===== config.mk =====
export PLATFORM = sky130hd
export DESIGN_NAME = engine_ignition_sequencer
export DESIGN_NICKNAME = d
export VERILOG_FILES = /design/src/eis_pkg.sv /design/src/eis_cfg_regs.sv /design/src/eis_core.sv /design/src/engine_ignition_sequencer.sv
export SDC_FILE = /design/constraint.sdc
export NUM_CORES = 1
export LEC_CHECK = 0
export BUFFER_PORTS_ARGS = -buffer_cell sky130_fd_sc_hd__buf_2
export CAP_MARGIN = 30
export CORE_MARGIN = 3
export CORE_UTILIZATION = 55
export CTS_CLUSTER_SIZE = 20
export DETAILED_ROUTE_END_ITERATION = 10
export GPL_TIMING_DRIVEN = 0
export PLACE_DENSITY = 0.72
export SLEW_MARGIN = 20
export SYNTH_ARGS = -nofsm -noshare
export SYNTH_HDL_FRONTEND = slang
export SYNTH_HIERARCHICAL = 1
export SYNTH_SLANG_ARGS = --single-unit

===== constraint.sdc =====
create_clock -name clock -period 16.75 [get_ports clock]
set_input_delay 1.675 -clock clock [delete_from_list [all_inputs] [get_ports clock]]
set_output_delay 1.675 -clock clock [all_outputs]
set_load 0.005 [all_outputs]

===== src/eis_pkg.sv =====
// Shared types, state and command codes, and sizes for the engine ignition sequencer.
package eis_pkg;

   localparam int STATE_BITS     = 5;
   localparam int CMD_BITS       = 3;
   localparam int CFG_BITS       = 32;
   localparam int CFG_INDEX_BITS = 3;
   localparam int TIME_BITS_DEF  = 32;

   localparam logic [CFG_BITS-1:0] CFG_RESET_MS   = 32'd10000;
   localparam logic [CFG_BITS-1:0] FIXED_STAGE_MS = 32'd10000;

   typedef logic [STATE_BITS-1:0]     state_type;
   typedef logic [CMD_BITS-1:0]       cmd_type;
   typedef logic [CFG_INDEX_BITS-1:0] cfg_index_type;

   // Engine states: the normal sequence up to shutoff in order, then the abort states and depressurize
   localparam state_type ST_IDLE             = 5'd0;
   localparam state_type ST_CLEAR_TO_IGNITE  = 5'd1;
   localparam state_type ST_PRECHILL         = 5'd2;
   localparam state_type ST_IGNITER          = 5'd3;
   localparam state_type ST_BURN_START_OX    = 5'd4;
   localparam state_type ST_BURN_START_FUEL  = 5'd5;
   localparam state_type ST_BURN             = 5'd6;
   localparam state_type ST_BURN_STOP_OX     = 5'd7;
   localparam state_type ST_BURN_STOP_FUEL   = 5'd8;
   localparam state_type ST_WAIT_PASSIVATE   = 5'd9;
   localparam state_type ST_SEPARATION_DELAY = 5'd10;
   localparam state_type ST_PASSIVATE_FUEL   = 5'd11;
   localparam state_type ST_PASSIVATE_CLOSE  = 5'd12;
   localparam state_type ST_PASSIVATE_OX     = 5'd13;
   localparam state_type ST_SHUTOFF          = 5'd14;
   localparam state_type ST_ABORT_GROUND     = 5'd15;
   localparam state_type ST_GROUND_ABORT_OX  = 5'd16;
   localparam state_type ST_GROUND_ABORT_FUEL= 5'd17;
   localparam state_type ST_ABORT_FLIGHT     = 5'd18;
   localparam state_type ST_FLIGHT_ABORT_OX  = 5'd19;
   localparam state_type ST_FLIGHT_ABORT_FUEL= 5'd20;
   localparam state_type ST_DEPRESSURIZE     = 5'd21;

   // Command codes
   localparam cmd_type CMD_NONE      = 3'd0;
   localparam cmd_type CMD_CLEAR     = 3'd1;
   localparam cmd_type CMD_IGNITE    = 3'd2;
   localparam cmd_type CMD_ABORT     = 3'd3;
   localparam cmd_type CMD_PASSIVATE = 3'd4;
   localparam cmd_type CMD_RESET     = 3'd5;

   // Register indexes
   localparam cfg_index_type REG_PRECHILL      = 3'd0;
   localparam cfg_index_type REG_IGNITER       = 3'd1;
   localparam cfg_index_type REG_IGN_DELAY     = 3'd2;
   localparam cfg_index_type REG_RAMPUP        = 3'd3;
   localparam cfg_index_type REG_BURN_LIMIT    = 3'd4;
   localparam cfg_index_type REG_CUTOFF_DELAY  = 3'd5;
   localparam cfg_index_type REG_NO_COMMS      = 3'd6;
   localparam cfg_index_type REG_FLIGHT_HOLD   = 3'd7;

   typedef struct packed {
      logic [CFG_BITS-1:0] prechill_time;
      logic [CFG_BITS-1:0] igniter_time;
      logic [CFG_BITS-1:0] ignition_delay;
      logic [CFG_BITS-1:0] rampup_time;
      logic [CFG_BITS-1:0] burn_limit;
      logic [CFG_BITS-1:0] cutoff_delay;
      logic [CFG_BITS-1:0] no_comms_passivation;
      logic [CFG_BITS-1:0] abort_flight_hold;
   } cfg_type;

   typedef struct packed {
      state_type seq_state;
      logic      oxidizer_valve_open;
      logic      fuel_valve_open;
      logic      igniter_on;
      logic      state_changed;
   } result_type;

endpackage


===== src/eis_cfg_regs.sv =====
// Stage duration registers written through the configuration channel.
module eis_cfg_regs (
   input  logic                   clock,
   input  logic                   reset,
   input  logic                   wr_en,
   input  eis_pkg::cfg_index_type wr_index,
   input  logic [eis_pkg::CFG_BITS-1:0] wr_data,
   output eis_pkg::cfg_type       cfg
);
   import eis_pkg::*;

   cfg_type cfg_ff;
   cfg_type cfg_in;

   // Decode the write word into its register
   always_comb begin
      cfg_in = cfg_ff;
      if (wr_en) begin
         unique case (wr_index)
            REG_PRECHILL:     cfg_in.prechill_time        = wr_data;
            REG_IGNITER:      cfg_in.igniter_time         = wr_data;
            REG_IGN_DELAY:    cfg_in.ignition_delay       = wr_data;
            REG_RAMPUP:       cfg_in.rampup_time          = wr_data;
            REG_BURN_LIMIT:   cfg_in.burn_limit           = wr_data;
            REG_CUTOFF_DELAY: cfg_in.cutoff_delay         = wr_data;
            REG_NO_COMMS:     cfg_in.no_comms_passivation = wr_data;
            REG_FLIGHT_HOLD:  cfg_in.abort_flight_hold    = wr_data;
            default:          cfg_in = cfg_ff;
         endcase
      end
   end

   always_ff @(posedge clock) begin
      if (reset) begin
         cfg_ff <= {8{CFG_RESET_MS}};
      end else begin
         cfg_ff <= cfg_in;
      end
   end

   assign cfg = cfg_ff;

endmodule


===== src/eis_core.sv =====
// Engine state register, stage timer compare, next-state decode and valve latches.
module eis_core #(
   parameter int TIME_BITS = eis_pkg::TIME_BITS_DEF
) (
   input  logic                 clock,
   input  logic                 reset,
   input  logic                 step,
   input  logic [TIME_BITS-1:0] now_ms,
   input  eis_pkg::cmd_type     command,
   input  eis_pkg::cfg_type     cfg,
   output eis_pkg::result_type  result
);
   import eis_pkg::*;

   localparam int CMP_BITS = (TIME_BITS > CFG_BITS) ? TIME_BITS : CFG_BITS;

   state_type            state_ff, state_in;
   logic [TIME_BITS-1:0] entry_ff, entry_in;
   logic                 ox_ff, ox_in;
   logic                 fuel_ff, fuel_in;
   logic                 ign_ff, ign_in;
   logic [TIME_BITS-1:0] elapsed;
   logic [CMP_BITS-1:0]  elapsed_ext;
   state_type            next_state;
   logic                 abort_cmd;
   logic                 reset_cmd;
   logic                 changed;

   function automatic logic reached(input logic [CMP_BITS-1:0] el,
                                    input logic [CFG_BITS-1:0] dur);
      reached = (el >= CMP_BITS'(dur));
   endfunction

   // Elapsed time in the current stage, modulo the time width
   assign elapsed     = now_ms - entry_ff;
   assign elapsed_ext = CMP_BITS'(elapsed);
   assign abort_cmd   = (command == CMD_ABORT);
   assign reset_cmd   = (command == CMD_RESET);

   // Next-state decode; abort and reset checks come first where a state has them
   always_comb begin
      next_state = state_ff;
      unique case (state_ff)
         ST_IDLE:
            if (command == CMD_CLEAR) next_state = ST_CLEAR_TO_IGNITE;
         ST_CLEAR_TO_IGNITE:
            if (abort_cmd) next_state = ST_ABORT_GROUND;
            else if (command == CMD_IGNITE) next_state = ST_PRECHILL;
         ST_PRECHILL:
            if (abort_cmd) next_state = ST_ABORT_GROUND;
            else if (reached(elapsed_ext, cfg.prechill_time)) next_state = ST_IGNITER;
         ST_IGNITER:
            if (abort_cmd) next_state = ST_ABORT_GROUND;
            else if (reached(elapsed_ext, cfg.igniter_time)) next_state = ST_BURN_START_OX;
         ST_BURN_START_OX:
            if (abort_cmd) next_state = ST_ABORT_GROUND;
            else if (reached(elapsed_ext, cfg.ignition_delay)) next_state = ST_BURN_START_FUEL;
         ST_BURN_START_FUEL:
            if (abort_cmd) next_state = ST_ABORT_GROUND;
            else if (reached(elapsed_ext, cfg.rampup_time)) next_state = ST_BURN;
         ST_BURN:
            if (abort_cmd) next_state = ST_ABORT_FLIGHT;
            else if (reached(elapsed_ext, cfg.burn_limit)) next_state = ST_BURN_STOP_OX;
         ST_BURN_STOP_OX:
            if (abort_cmd) next_state = ST_ABORT_FLIGHT;
            else if (reached(elapsed_ext, cfg.cutoff_delay)) next_state = ST_BURN_STOP_FUEL;
         ST_BURN_STOP_FUEL:
            next_state = abort_cmd ? ST_ABORT_FLIGHT : ST_WAIT_PASSIVATE;
         ST_WAIT_PASSIVATE:
            if (abort_cmd) next_state = ST_ABORT_FLIGHT;
            else if (command == CMD_PASSIVATE ||
                     reached(elapsed_ext, cfg.no_comms_passivation))
               next_state = ST_SEPARATION_DELAY;
         ST_SEPARATION_DELAY:
            if (reached(elapsed_ext, FIXED_STAGE_MS)) next_state = ST_PASSIVATE_FUEL;
         ST_PASSIVATE_FUEL:
            if (reached(elapsed_ext, FIXED_STAGE_MS)) next_state = ST_PASSIVATE_CLOSE;
         ST_PASSIVATE_CLOSE:
            if (reached(elapsed_ext, FIXED_STAGE_MS)) next_state = ST_PASSIVATE_OX;
         ST_PASSIVATE_OX:
            if (reached(elapsed_ext, FIXED_STAGE_MS)) next_state = ST_SHUTOFF;
         ST_SHUTOFF:
            if (reached(elapsed_ext, FIXED_STAGE_MS)) next_state = ST_DEPRESSURIZE;
         ST_ABORT_GROUND:
            next_state = ST_GROUND_ABORT_OX;
         ST_GROUND_ABORT_OX:
            if (reset_cmd) next_state = ST_IDLE;
            else if (reached(elapsed_ext, cfg.cutoff_delay)) next_state = ST_GROUND_ABORT_FUEL;
         ST_GROUND_ABORT_FUEL:
            if (reset_cmd) next_state = ST_IDLE;
         ST_ABORT_FLIGHT:
            next_state = ST_FLIGHT_ABORT_OX;
         ST_FLIGHT_ABORT_OX:
            if (reached(elapsed_ext, cfg.cutoff_delay)) next_state = ST_FLIGHT_ABORT_FUEL;
         ST_FLIGHT_ABORT_FUEL:
            if (reached(elapsed_ext, cfg.abort_flight_hold)) next_state = ST_WAIT_PASSIVATE;
         ST_DEPRESSURIZE:
            if (reset_cmd) next_state = ST_IDLE;
         default:
            next_state = ST_ABORT_GROUND;
      endcase
   end

   assign changed = (next_state != state_ff);

   // Apply entry actions of the new state to the latches
   always_comb begin
      ox_in   = ox_ff;
      fuel_in = fuel_ff;
      ign_in  = ign_ff;
      if (changed) begin
         unique case (next_state)
            ST_PRECHILL:          ox_in = 1'b1;
            ST_IGNITER:           begin ox_in = 1'b0; ign_in = 1'b1; end
            ST_BURN_START_OX:     begin ox_in = 1'b1; ign_in = 1'b0; end
            ST_BURN_START_FUEL:   fuel_in = 1'b1;
            ST_BURN_STOP_OX:      ox_in = 1'b0;
            ST_BURN_STOP_FUEL:    fuel_in = 1'b0;
            ST_PASSIVATE_FUEL:    fuel_in = 1'b1;
            ST_PASSIVATE_CLOSE:   fuel_in = 1'b0;
            ST_PASSIVATE_OX:      ox_in = 1'b1;
            ST_SHUTOFF:           ox_in = 1'b0;
            ST_GROUND_ABORT_OX:   ox_in = 1'b0;
            ST_GROUND_ABORT_FUEL: fuel_in = 1'b0;
            ST_FLIGHT_ABORT_OX:   ox_in = 1'b0;
            ST_FLIGHT_ABORT_FUEL: fuel_in = 1'b0;
            ST_DEPRESSURIZE:      begin ox_in = 1'b1; fuel_in = 1'b1; end
            default:              ign_in = ign_ff;
         endcase
      end
   end

   assign state_in = next_state;
   assign entry_in = changed ? now_ms : entry_ff;

   // Advance the state on each processed word
   always_ff @(posedge clock) begin
      if (reset) begin
         state_ff <= ST_IDLE;
         entry_ff <= '0;
         ox_ff    <= 1'b0;
         fuel_ff  <= 1'b0;
         ign_ff   <= 1'b0;
      end else if (step) begin
         state_ff <= state_in;
         entry_ff <= entry_in;
         ox_ff    <= ox_in;
         fuel_ff  <= fuel_in;
         ign_ff   <= ign_in;
      end
   end

   assign result.seq_state           = next_state;
   assign result.oxidizer_valve_open = ox_in;
   assign result.fuel_valve_open     = fuel_in;
   assign result.igniter_on          = ign_in;
   assign result.state_changed       = changed;

endmodule


===== src/engine_ignition_sequencer.sv =====
// Top level of the engine ignition sequencer: input register, core and result register.
//
// One word per clock cycle in steady state, while rsp_ready does not stall the result. A
// request is captured in an input register; once the result register is free, the state
// update, stage timeout compare and valve actions run and land in the result register
// together with the new engine state, which offers the result on rsp_. The engine state
// register feeds back on itself through the next-state decode, which sets the rate. A request
// is taken whenever the input register is empty or hands its word to the result register at
// the same edge, so a stalled result holds back at most one more word. Configuration writes
// are accepted in every cycle and should only be issued while no request is in flight.
module engine_ignition_sequencer #(
   parameter int TIME_BITS = eis_pkg::TIME_BITS_DEF
) (
   input  logic                          clock,
   input  logic                          reset,
   input  logic                          req_valid,
   output logic                          req_ready,
   input  logic [TIME_BITS-1:0]          req_now_ms,
   input  eis_pkg::cmd_type              req_command,
   output logic                          rsp_valid,
   input  logic                          rsp_ready,
   output eis_pkg::state_type            rsp_seq_state,
   output logic                          rsp_oxidizer_valve_open,
   output logic                          rsp_fuel_valve_open,
   output logic                          rsp_igniter_on,
   output logic                          rsp_state_changed,
   input  logic                          csr_valid,
   output logic                          csr_ready,
   input  eis_pkg::cfg_index_type        csr_index,
   input  logic [eis_pkg::CFG_BITS-1:0]  csr_wdata
);
   import eis_pkg::*;

   logic                 in_valid_ff, in_valid_in;
   logic [TIME_BITS-1:0] in_now_ff;
   cmd_type              in_cmd_ff;
   logic                 out_valid_ff, out_valid_in;
   result_type           out_ff;
   result_type           core_result;
   cfg_type              cfg;
   logic                 out_free;
   logic                 step;
   logic                 req_fire;

   assign csr_ready = 1'b1;

   // Hand-off control between the two register stages
   assign out_free  = !out_valid_ff || rsp_ready;
   assign step      = in_valid_ff && out_free;
   assign req_ready = !in_valid_ff || out_free;
   assign req_fire  = req_valid && req_ready;

   assign in_valid_in  = req_fire || (in_valid_ff && !step);
   assign out_valid_in = step || (out_valid_ff && !rsp_ready);

   eis_cfg_regs u_cfg (
      .clock    (clock),
      .reset    (reset),
      .wr_en    (csr_valid && csr_ready),
      .wr_index (csr_index),
      .wr_data  (csr_wdata),
      .cfg      (cfg)
   );

   eis_core #(
      .TIME_BITS (TIME_BITS)
   ) u_core (
      .clock   (clock),
      .reset   (reset),
      .step    (step),
      .now_ms  (in_now_ff),
      .command (in_cmd_ff),
      .cfg     (cfg),
      .result  (core_result)
   );

   // Valid flags of both stages
   always_ff @(posedge clock) begin
      if (reset) begin
         in_valid_ff  <= 1'b0;
         out_valid_ff <= 1'b0;
      end else begin
         in_valid_ff  <= in_valid_in;
         out_valid_ff <= out_valid_in;
      end
   end

   // Capture request word and result word
   always_ff @(posedge clock) begin
      if (req_fire) begin
         in_now_ff <= req_now_ms;
         in_cmd_ff <= req_command;
      end
      if (step) begin
         out_ff <= core_result;
      end
   end

   assign rsp_valid               = out_valid_ff;
   assign rsp_seq_state           = out_ff.seq_state;
   assign rsp_oxidizer_valve_open = out_ff.oxidizer_valve_open;
   assign rsp_fuel_valve_open     = out_ff.fuel_valve_open;
   assign rsp_igniter_on          = out_ff.igniter_on;
   assign rsp_state_changed       = out_ff.state_changed;

endmodule


==> results of run 1 <==
[worst max-delay path, stage by stage, from the launching register on]
cell,delay [ps]
edfxtp_1,390
inv_1,70
ha_1,160
inv_1,50
fa_1,420
a21oi_1,240
o211ai_1,250
a21oi_2,360
o22ai_1,210
or2_1,300
a2111oi_1,680
inv_1,520
ha_1,420
nand2_1,60
nor4_1,430
and3_1,420
a31oi_1,130
a31oi_1,380
o211a_1,220
o31ai_1,110
a31o_2,250
or4_4,470
o211ai_2,260
buf_2,280
buf_2,300
o21ai_0,130
o22ai_1,170
buf_4,140
[final cells by class]
cell class / instances / area (um^2) / share of cell area, %
antenna: 2 / 5.00 / 0.0198
buffer: 134 / 624 / 2.47
clock buffer: 60 / 1250 / 4.94
clock inverter: 13 / 130 / 0.514
inverter: 305 / 1140 / 4.53
multi-input combinational: 1781 / 13700 / 54.1
sequential: 342 / 7290 / 28.8
tap: 525 / 657 / 2.60
timing repair buffer: 94 / 509 / 2.01
[cell usage after synthesis, types with 6 or more instances]
master and number:
inv_1 305, dfxtp_1 298, ha_1 279, mux2i_1 260
nand2b_1 260, a21oi_1 165, nand2_1 128, nor2_1 119
clkbuf_1 76, nand3_1 66, o21ai_0 58, nand4_1 48
edfxtp_1 44, buf_2 40, a21o_1 38, nor3_1 27
a211oi_1 19, o21a_1 17, o211ai_1 16, nor2b_1 15
a31oi_1 14, a211o_1 13, and3_1 13, and4_1 11
o31ai_1 11, a2111oi_0 10, xnor2_1 10, nor4_1 9
xor2_1 9, buf_4 8, or3_1 8, and2_1 7
o22ai_1 7, a21boi_0 6, a311oi_1 6, nor3b_1 6
[state kept, by name, summed over array words and instances, names as in the netlist]
name,flops
rsp_oxidizer_valve_open,1
u_core/state_ff,5
u_core/ox_ff,1
u_core/ign_ff,1
in_now_ff,32
in_cmd_ff,3
u_core/entry_ff,32
rsp_fuel_valve_open,1
u_core/fuel_ff,1
rsp_seq_state,5
rsp_state_changed,1
rsp_igniter_on,1
u_cfg/cfg,256
in_valid_ff,1
rsp_valid,1
[kinds of logic after synthesis]
group,count (synthesis)
fa+ha+maj,282
buf+inv,439
simple gates,764
other cells,1
mux,262
xor+xnor,20
flops,342
compound gates,452
[layout by cell type (no fill, tap or decap), drive strengths merged, types with 7 or more instances in the layout]
| cell type | instances |
|---|---|
| inv | 305 |
| dfxtp | 298 |
| ha | 279 |
| nand2b | 260 |
| mux2i | 260 |
| a21oi | 172 |
| buf | 152 |
| clkbuf | 136 |
| nand2 | 130 |
| nor2 | 120 |
| nand3 | 66 |
| o21ai | 60 |
| nand4 | 48 |
| edfxtp | 44 |
| a21o | 38 |
| nor3 | 27 |
| a211oi | 20 |
| o21a | 17 |
| o211ai | 17 |
| nor2b | 15 |
| a31oi | 14 |
| a211o | 13 |
| and3 | 13 |
| o31ai | 11 |
| and4 | 11 |
| a2111oi | 11 |
| xnor2 | 10 |
| and2 | 10 |
| nor4 | 9 |
| clkinv | 9 |
| xor2 | 9 |
| or3 | 8 |
| o22ai | 7 |
| or4b | 7 |
[stage by stage]
stage | hold slack (ps) | setup slack [ps] | cell area [um^2] | cells
3_5_place_dp | 446 | 8960 | 23900 | 3181
6_report | 453 | 8770 | 25300 | 3256
2_1_floorplan | 436 | 10430 | 22600 | 2562
3_3_place_gp | 444 | 6870 | 23700 | 3168
4_1_cts | 454 | 8920 | 25300 | 3254
5_1_grt | 472 | 8460 | 25300 | 3254
[worst max-delay path by stage]
stage	to	depth (start not counted)	slack (ps)	startpoint
floorplan	rsp_oxidizer_valve_open	21	10430	in_now_ff[1]
global placement	rsp_oxidizer_valve_open	21	6870	in_now_ff[4]
detailed placement	rsp_oxidizer_valve_open	27	8960	in_now_ff[0]
CTS	rsp_oxidizer_valve_open	27	8920	in_now_ff[0]
global route	rsp_oxidizer_valve_open	27	8460	in_now_ff[0]
finish	rsp_oxidizer_valve_open	27	8770	in_now_ff[0]
[metal layers]
metal | wire length [um] | up-vias | track usage, % | part of all wire [%]
met3 | 4600 | 160 | 4.74 | 6.9
li1 | - | 9213 | - | -
met1 | 29700 | 9236 | 40.7 | 45
met2 | 29700 | 686 | 47.7 | 45
met4 | 2700 | 0 | 11.1 | 4.1
met5 | 0 | - | 0 | 0
[where the power goes]
part | internal, uW | switching (uW) | total, uW
clock | 546 | 366 | 912
sequential | 862 | 16.1 | 878
combinational | 314 | 519 | 833
==> flow_summary.toml, run 1 <==
[synth]
synth_compound_area_share_pct = 13.3
synthSimpleGateAreaFrac_pct = 18.7
synthCells = 2562
ys_types = 100
synth_fp_nets = 2917
ys.flop_type = "dfxtp_1"
synth_seq_area_share_pct = 32.2
yosys.area_share.adder_pct = 15.6
async_flop_share_pct = 0
yosysWarningCount = 6
ys_seq_elements = 342
synth_top_family_by_area = "simple AND/OR/NAND/NOR gates"
synthXorXnorAreaFrac_pct = 0.834
synth_top_cell_by_area = "dfxtp_1"
synth_area_leaders = "dfxtp_1 (26%), ha_1 (15%), mux2i_1 (11%)"
syn_area_um2 = 22600
syn_avg_cell_area_um2 = 8.84
synth_top_area_share_pct = 26.3
muxShareOfSynthArea_pct = 11.6
synth_edf_count = 44

[timing]
maxSlewViolCount = 0
rsz0062_at_grt = "false"
max_freq_ghz = 0.125
finalSetupTns_ps = 0
finClkSkew_ps = 16.9
fin_crit_ps = 7980
relSlewSlack_pct = 30.8
fin_crit_sh_pct = 47.6
setup-violations-final = 0
hold_viol_final = 0
tightest_slew_ps = 1040

[power]
finalPower_uw = 2620
p_per_area_nw_per_um2 = 104
vdd_drop_max_mv = 0.0916
p_leak_uw = 0.0113

[worst_setup_path]
start_kind = "register"
crit_path_end_kind = "register"
r2r_slack_ps = 8770
worstPathArrival_ps = 8420
worstSetupPathType = "reg -> reg"
r2r_cells = 27
critPathMaxFanout = 10
r2r-end = "rsp_oxidizer_valve_open"
r2r_start = "in_now_ff[0]"
required_ps = 17190

[placed_design]
numPortBuffers = 81
place_congestion = 0.933
hpwl_mm = 48.9

[clock_network]
cts.clk_slew.worst_paths_ps = 60
clock_path_buffers = 3
cts_tree = "yes"
clockRootBuffer = "clkbuf_16"
cts_setup_buffers = 0
htreeDepth = 2
clk-insertion-delay-late_ps = 580
numCtsBuffers = 40
ctsHoldBuffers = 0
clock-sinks = 342
ctsResizeCount = 0

[layout]
fill_cells = 3426
utilization_pct = 63.0
finalNetCount = 3053
drive_gt1_share_pct = 9.78
area_delta_synth_final_pct = 11.7

[detailed_routing]
drt-total-wl_mm = 66.7
wl_per_cell_um = 20.5
drtIter0Drc = 1637
firstDrtPassIters = 7
antenna_left = 0
vias = 19300
via_per_inst = 5.93
remaining_drc_errors = 0

[global_route]
grt.total_usage_pct = 29.8
grt_max_degree = 36
first_global_vias = 18800
antenna_found_initial = 1
gr-total-overflow = 0
grt_pass1_wl_mm = 103

[floorplan]
die_w_um = 209
rows = 73
dieArea_um2 = 43600
io_pins = 87
initial_core_util_pct = 56.3
core_area_um2 = 40200
dieHeight_um = 209

[run_status]
run_status = "finished, final reports clean"

[hold_path]
min_path_type = "reg -> reg"
worstHoldStart = "u_core/entry_ff[25]"
hold_depth = 2
hold_end = "u_core/entry_ff[25]"

[job]
drv_cap = 0
Note: power is estimated with default switching activity, not from simulation.
==> inputs of run 2 (changes only) <==
ABC_AREA = 1   (was default)
clock period = 8.1 ns   (was 16.75 ns; I/O delays follow)
==> run 2 against run 1 <==
Register-to-register slack worse by 6500 ps. Design area is 0.97% higher. Critical endpoint is now rsp_fuel_valve_open. Global-route usage up 1.5 points. Die area rose by 1.6%. Clock skew grew 11 ps. Sequential power up 110%. Clock power is 110% higher. Flip-flop and latch count stayed put.
==> flow_summary.toml, run 2 <==
[run_status]
run_status = "finished, final reports clean"

[clock_network]
htreeDepth = 2
clk-insertion-delay-late_ps = 590
cts_tree = "yes"
ctsResizeCount = 0
ctsHoldBuffers = 0
cts.clk_slew.worst_paths_ps = 60
clockRootBuffer = "clkbuf_16"
clock_path_buffers = 3
numCtsBuffers = 41
cts_setup_buffers = 0
clock-sinks = 342

[synth]
synth_top_area_share_pct = 25.9
yosysWarningCount = 6
synth_compound_area_share_pct = 6.74
synth_seq_area_share_pct = 31.7
synthCells = 3475
syn_avg_cell_area_um2 = 6.62
ys_types = 51
ys_seq_elements = 342
syn_area_um2 = 23000
async_flop_share_pct = 0
synth_top_cell_by_area = "dfxtp_1"
synthSimpleGateAreaFrac_pct = 34.4
synth_edf_count = 44
synth_top_family_by_area = "simple AND/OR/NAND/NOR gates"
synth_area_leaders = "dfxtp_1 (26%), ha_1 (15%), nand2_1 (14%)"
yosys.area_share.adder_pct = 15.3
synth_fp_nets = 3830
post-synth-top-count-cell = "nand2_1"
synth_common_cells = "nand2_1 (845), nor2_1 (613), inv_1 (529)"
synthXorXnorAreaFrac_pct = 0.489
muxShareOfSynthArea_pct = 0
ys.flop_type = "dfxtp_1"

[power]
p_per_area_nw_per_um2 = 229
p_leak_uw = 0.0124
vdd_drop_max_mv = 0.160

[floorplan]
die_w_um = 211
dieArea_um2 = 44300
initial_core_util_pct = 56.0
rows = 74
core_area_um2 = 41100
dieHeight_um = 211
io_pins = 87

[global_route]
antenna_found_initial = 0
first_global_vias = 21100
grt_pass1_wl_mm = 110
gr-total-overflow = 0
grt.total_usage_pct = 31.2
grt_max_degree = 36

[detailed_routing]
drt-total-wl_mm = 70.2
via_per_inst = 5.45
remaining_drc_errors = 0
vias = 22700
antenna_left = 0
wl_per_cell_um = 16.8
drtIter0Drc = 1957
firstDrtPassIters = 6

[timing]
max_freq_ghz = 0.172
finClkSkew_ps = 28.3
fin_crit_sh_pct = 71.9
hold_viol_final = 0
fin_crit_ps = 5830
maxSlewViolCount = 0
rsz0062_at_grt = "false"
setup-violations-final = 0
finalSetupTns_ps = 0
worst_slack_ps = 2270
relSlewSlack_pct = 34.4
tightest_slew_ps = 981

[worst_setup_path]
critPathMaxFanout = 11
start_kind = "register"
slowest_stage = "a2111oi_0"
cp_num_buf_inv = 4
worstPathArrival_ps = 6150
worstSetupPathType = "reg -> reg"
crit_top_cell = "nand2_1"
required_ps = 8430
crit_family = "simple AND/OR/NAND/NOR gates"
crit_path_end_kind = "register"
cpPeakStageDelay_ps = 480

[layout]
largest_reg_flops = 256
drive_gt1_share_pct = 8.09
final_common_cell = "nand2_1"
antenna_cells = 0
fin_area_um2 = 25500
layout_common_cells = "nand2_1 (845), nor2_1 (613), inv_1 (528)"
area_delta_synth_final_pct = 11.0
finalNetCount = 3957

[placed_design]
dp_slack_ps = 2270
place_congestion = 0.934
dpl_cell_area_um2 = 24200
hpwl_mm = 54.2
numPortBuffers = 80

[hold_path]
min_path_type = "in -> reg"

[job]
drv_cap = 0
[run 2: changes by cell type in the layout (fill, tap and decap cells not counted), moves of 19 or more]
cell / previous run / this run
nand2_1: 128 / 845
nor2_1: 119 / 613
mux2i_1: 260 / 0
nand2b_1: 260 / 0
nand3_1: 66 / 316
inv_1: 305 / 528
clkbuf_1: 81 / 38
a21o_1: 38 / 0
o21ai_1: 1 / 31
a21oi_1: 165 / 141
buf_2: 123 / 147
o21ai_0: 58 / 39
[run 2: path summary, 6_finish.rpt]
| path | start | endpoint | slack (ps) | cells past startpoint |
|---|---|---|---|---|
| setup / recovery | in_now_ff[0] | rsp_fuel_valve_open | 2270 | 33 |
| hold / removal | req_now_ms[16] | in_now_ff[16] | 410 | 1 |
| setup reg to reg | in_now_ff[0] | rsp_fuel_valve_open | 2270 | 33 |
| hold reg to reg | u_core/entry_ff[10] | u_core/entry_ff[10] | 460 | 2 |
[run 2: cell type report]
| class | instances | area [um^2] |
|---|---|---|
| Buffer | 121 | 609 |
| Clock buffer | 59 | 1170 |
| Clock inverter | 17 | 214 |
| Fill cell | 3919 | 15600 |
| Inverter | 538 | 2020 |
| Multi-Input combinational cell | 2474 | 13100 |
| Sequential cell | 342 | 7290 |
| Tap cell | 532 | 666 |
| Timing Repair Buffer | 84 | 438 |
[run 2: stage by stage]
step | util (%) | power (uW) | cells | hold WS (ps)
5_1_grt | 62.1 | 6230 | 4167 | 380
4_1_cts | 62.1 | 5850 | 4166 | 374
2_1_floorplan | - | 3330 | 3475 | 429
3_3_place_gp | 58.6 | 3820 | 4087 | 440
3_5_place_dp | 58.7 | 3930 | 4090 | 446
6_report | 62.1 | 5850 | 4167 | 407
[run 2: logic make-up after synthesis]
kind of cell | count (synthesis)
AND/OR/NAND/NOR | 1907
buffers and inverters | 659
flip-flops | 342
adder cells (fa/ha/maj) | 280
AO/OA/AOI/OAI | 274
XOR/XNOR | 12
other | 1
[run 2: layer usage]
layer | routed length [um] | track usage [%]
met1 | 31000 | 42.8
met2 | 31200 | 50.8
met3 | 5640 | 4.64
met4 | 2320 | 10.4
met5 | 0 | 0
[run 2: power by group]
part           internal (uW)  switching, uW
Sequential              1810           39.2
Clock                   1140            765
Combinational            729           1360
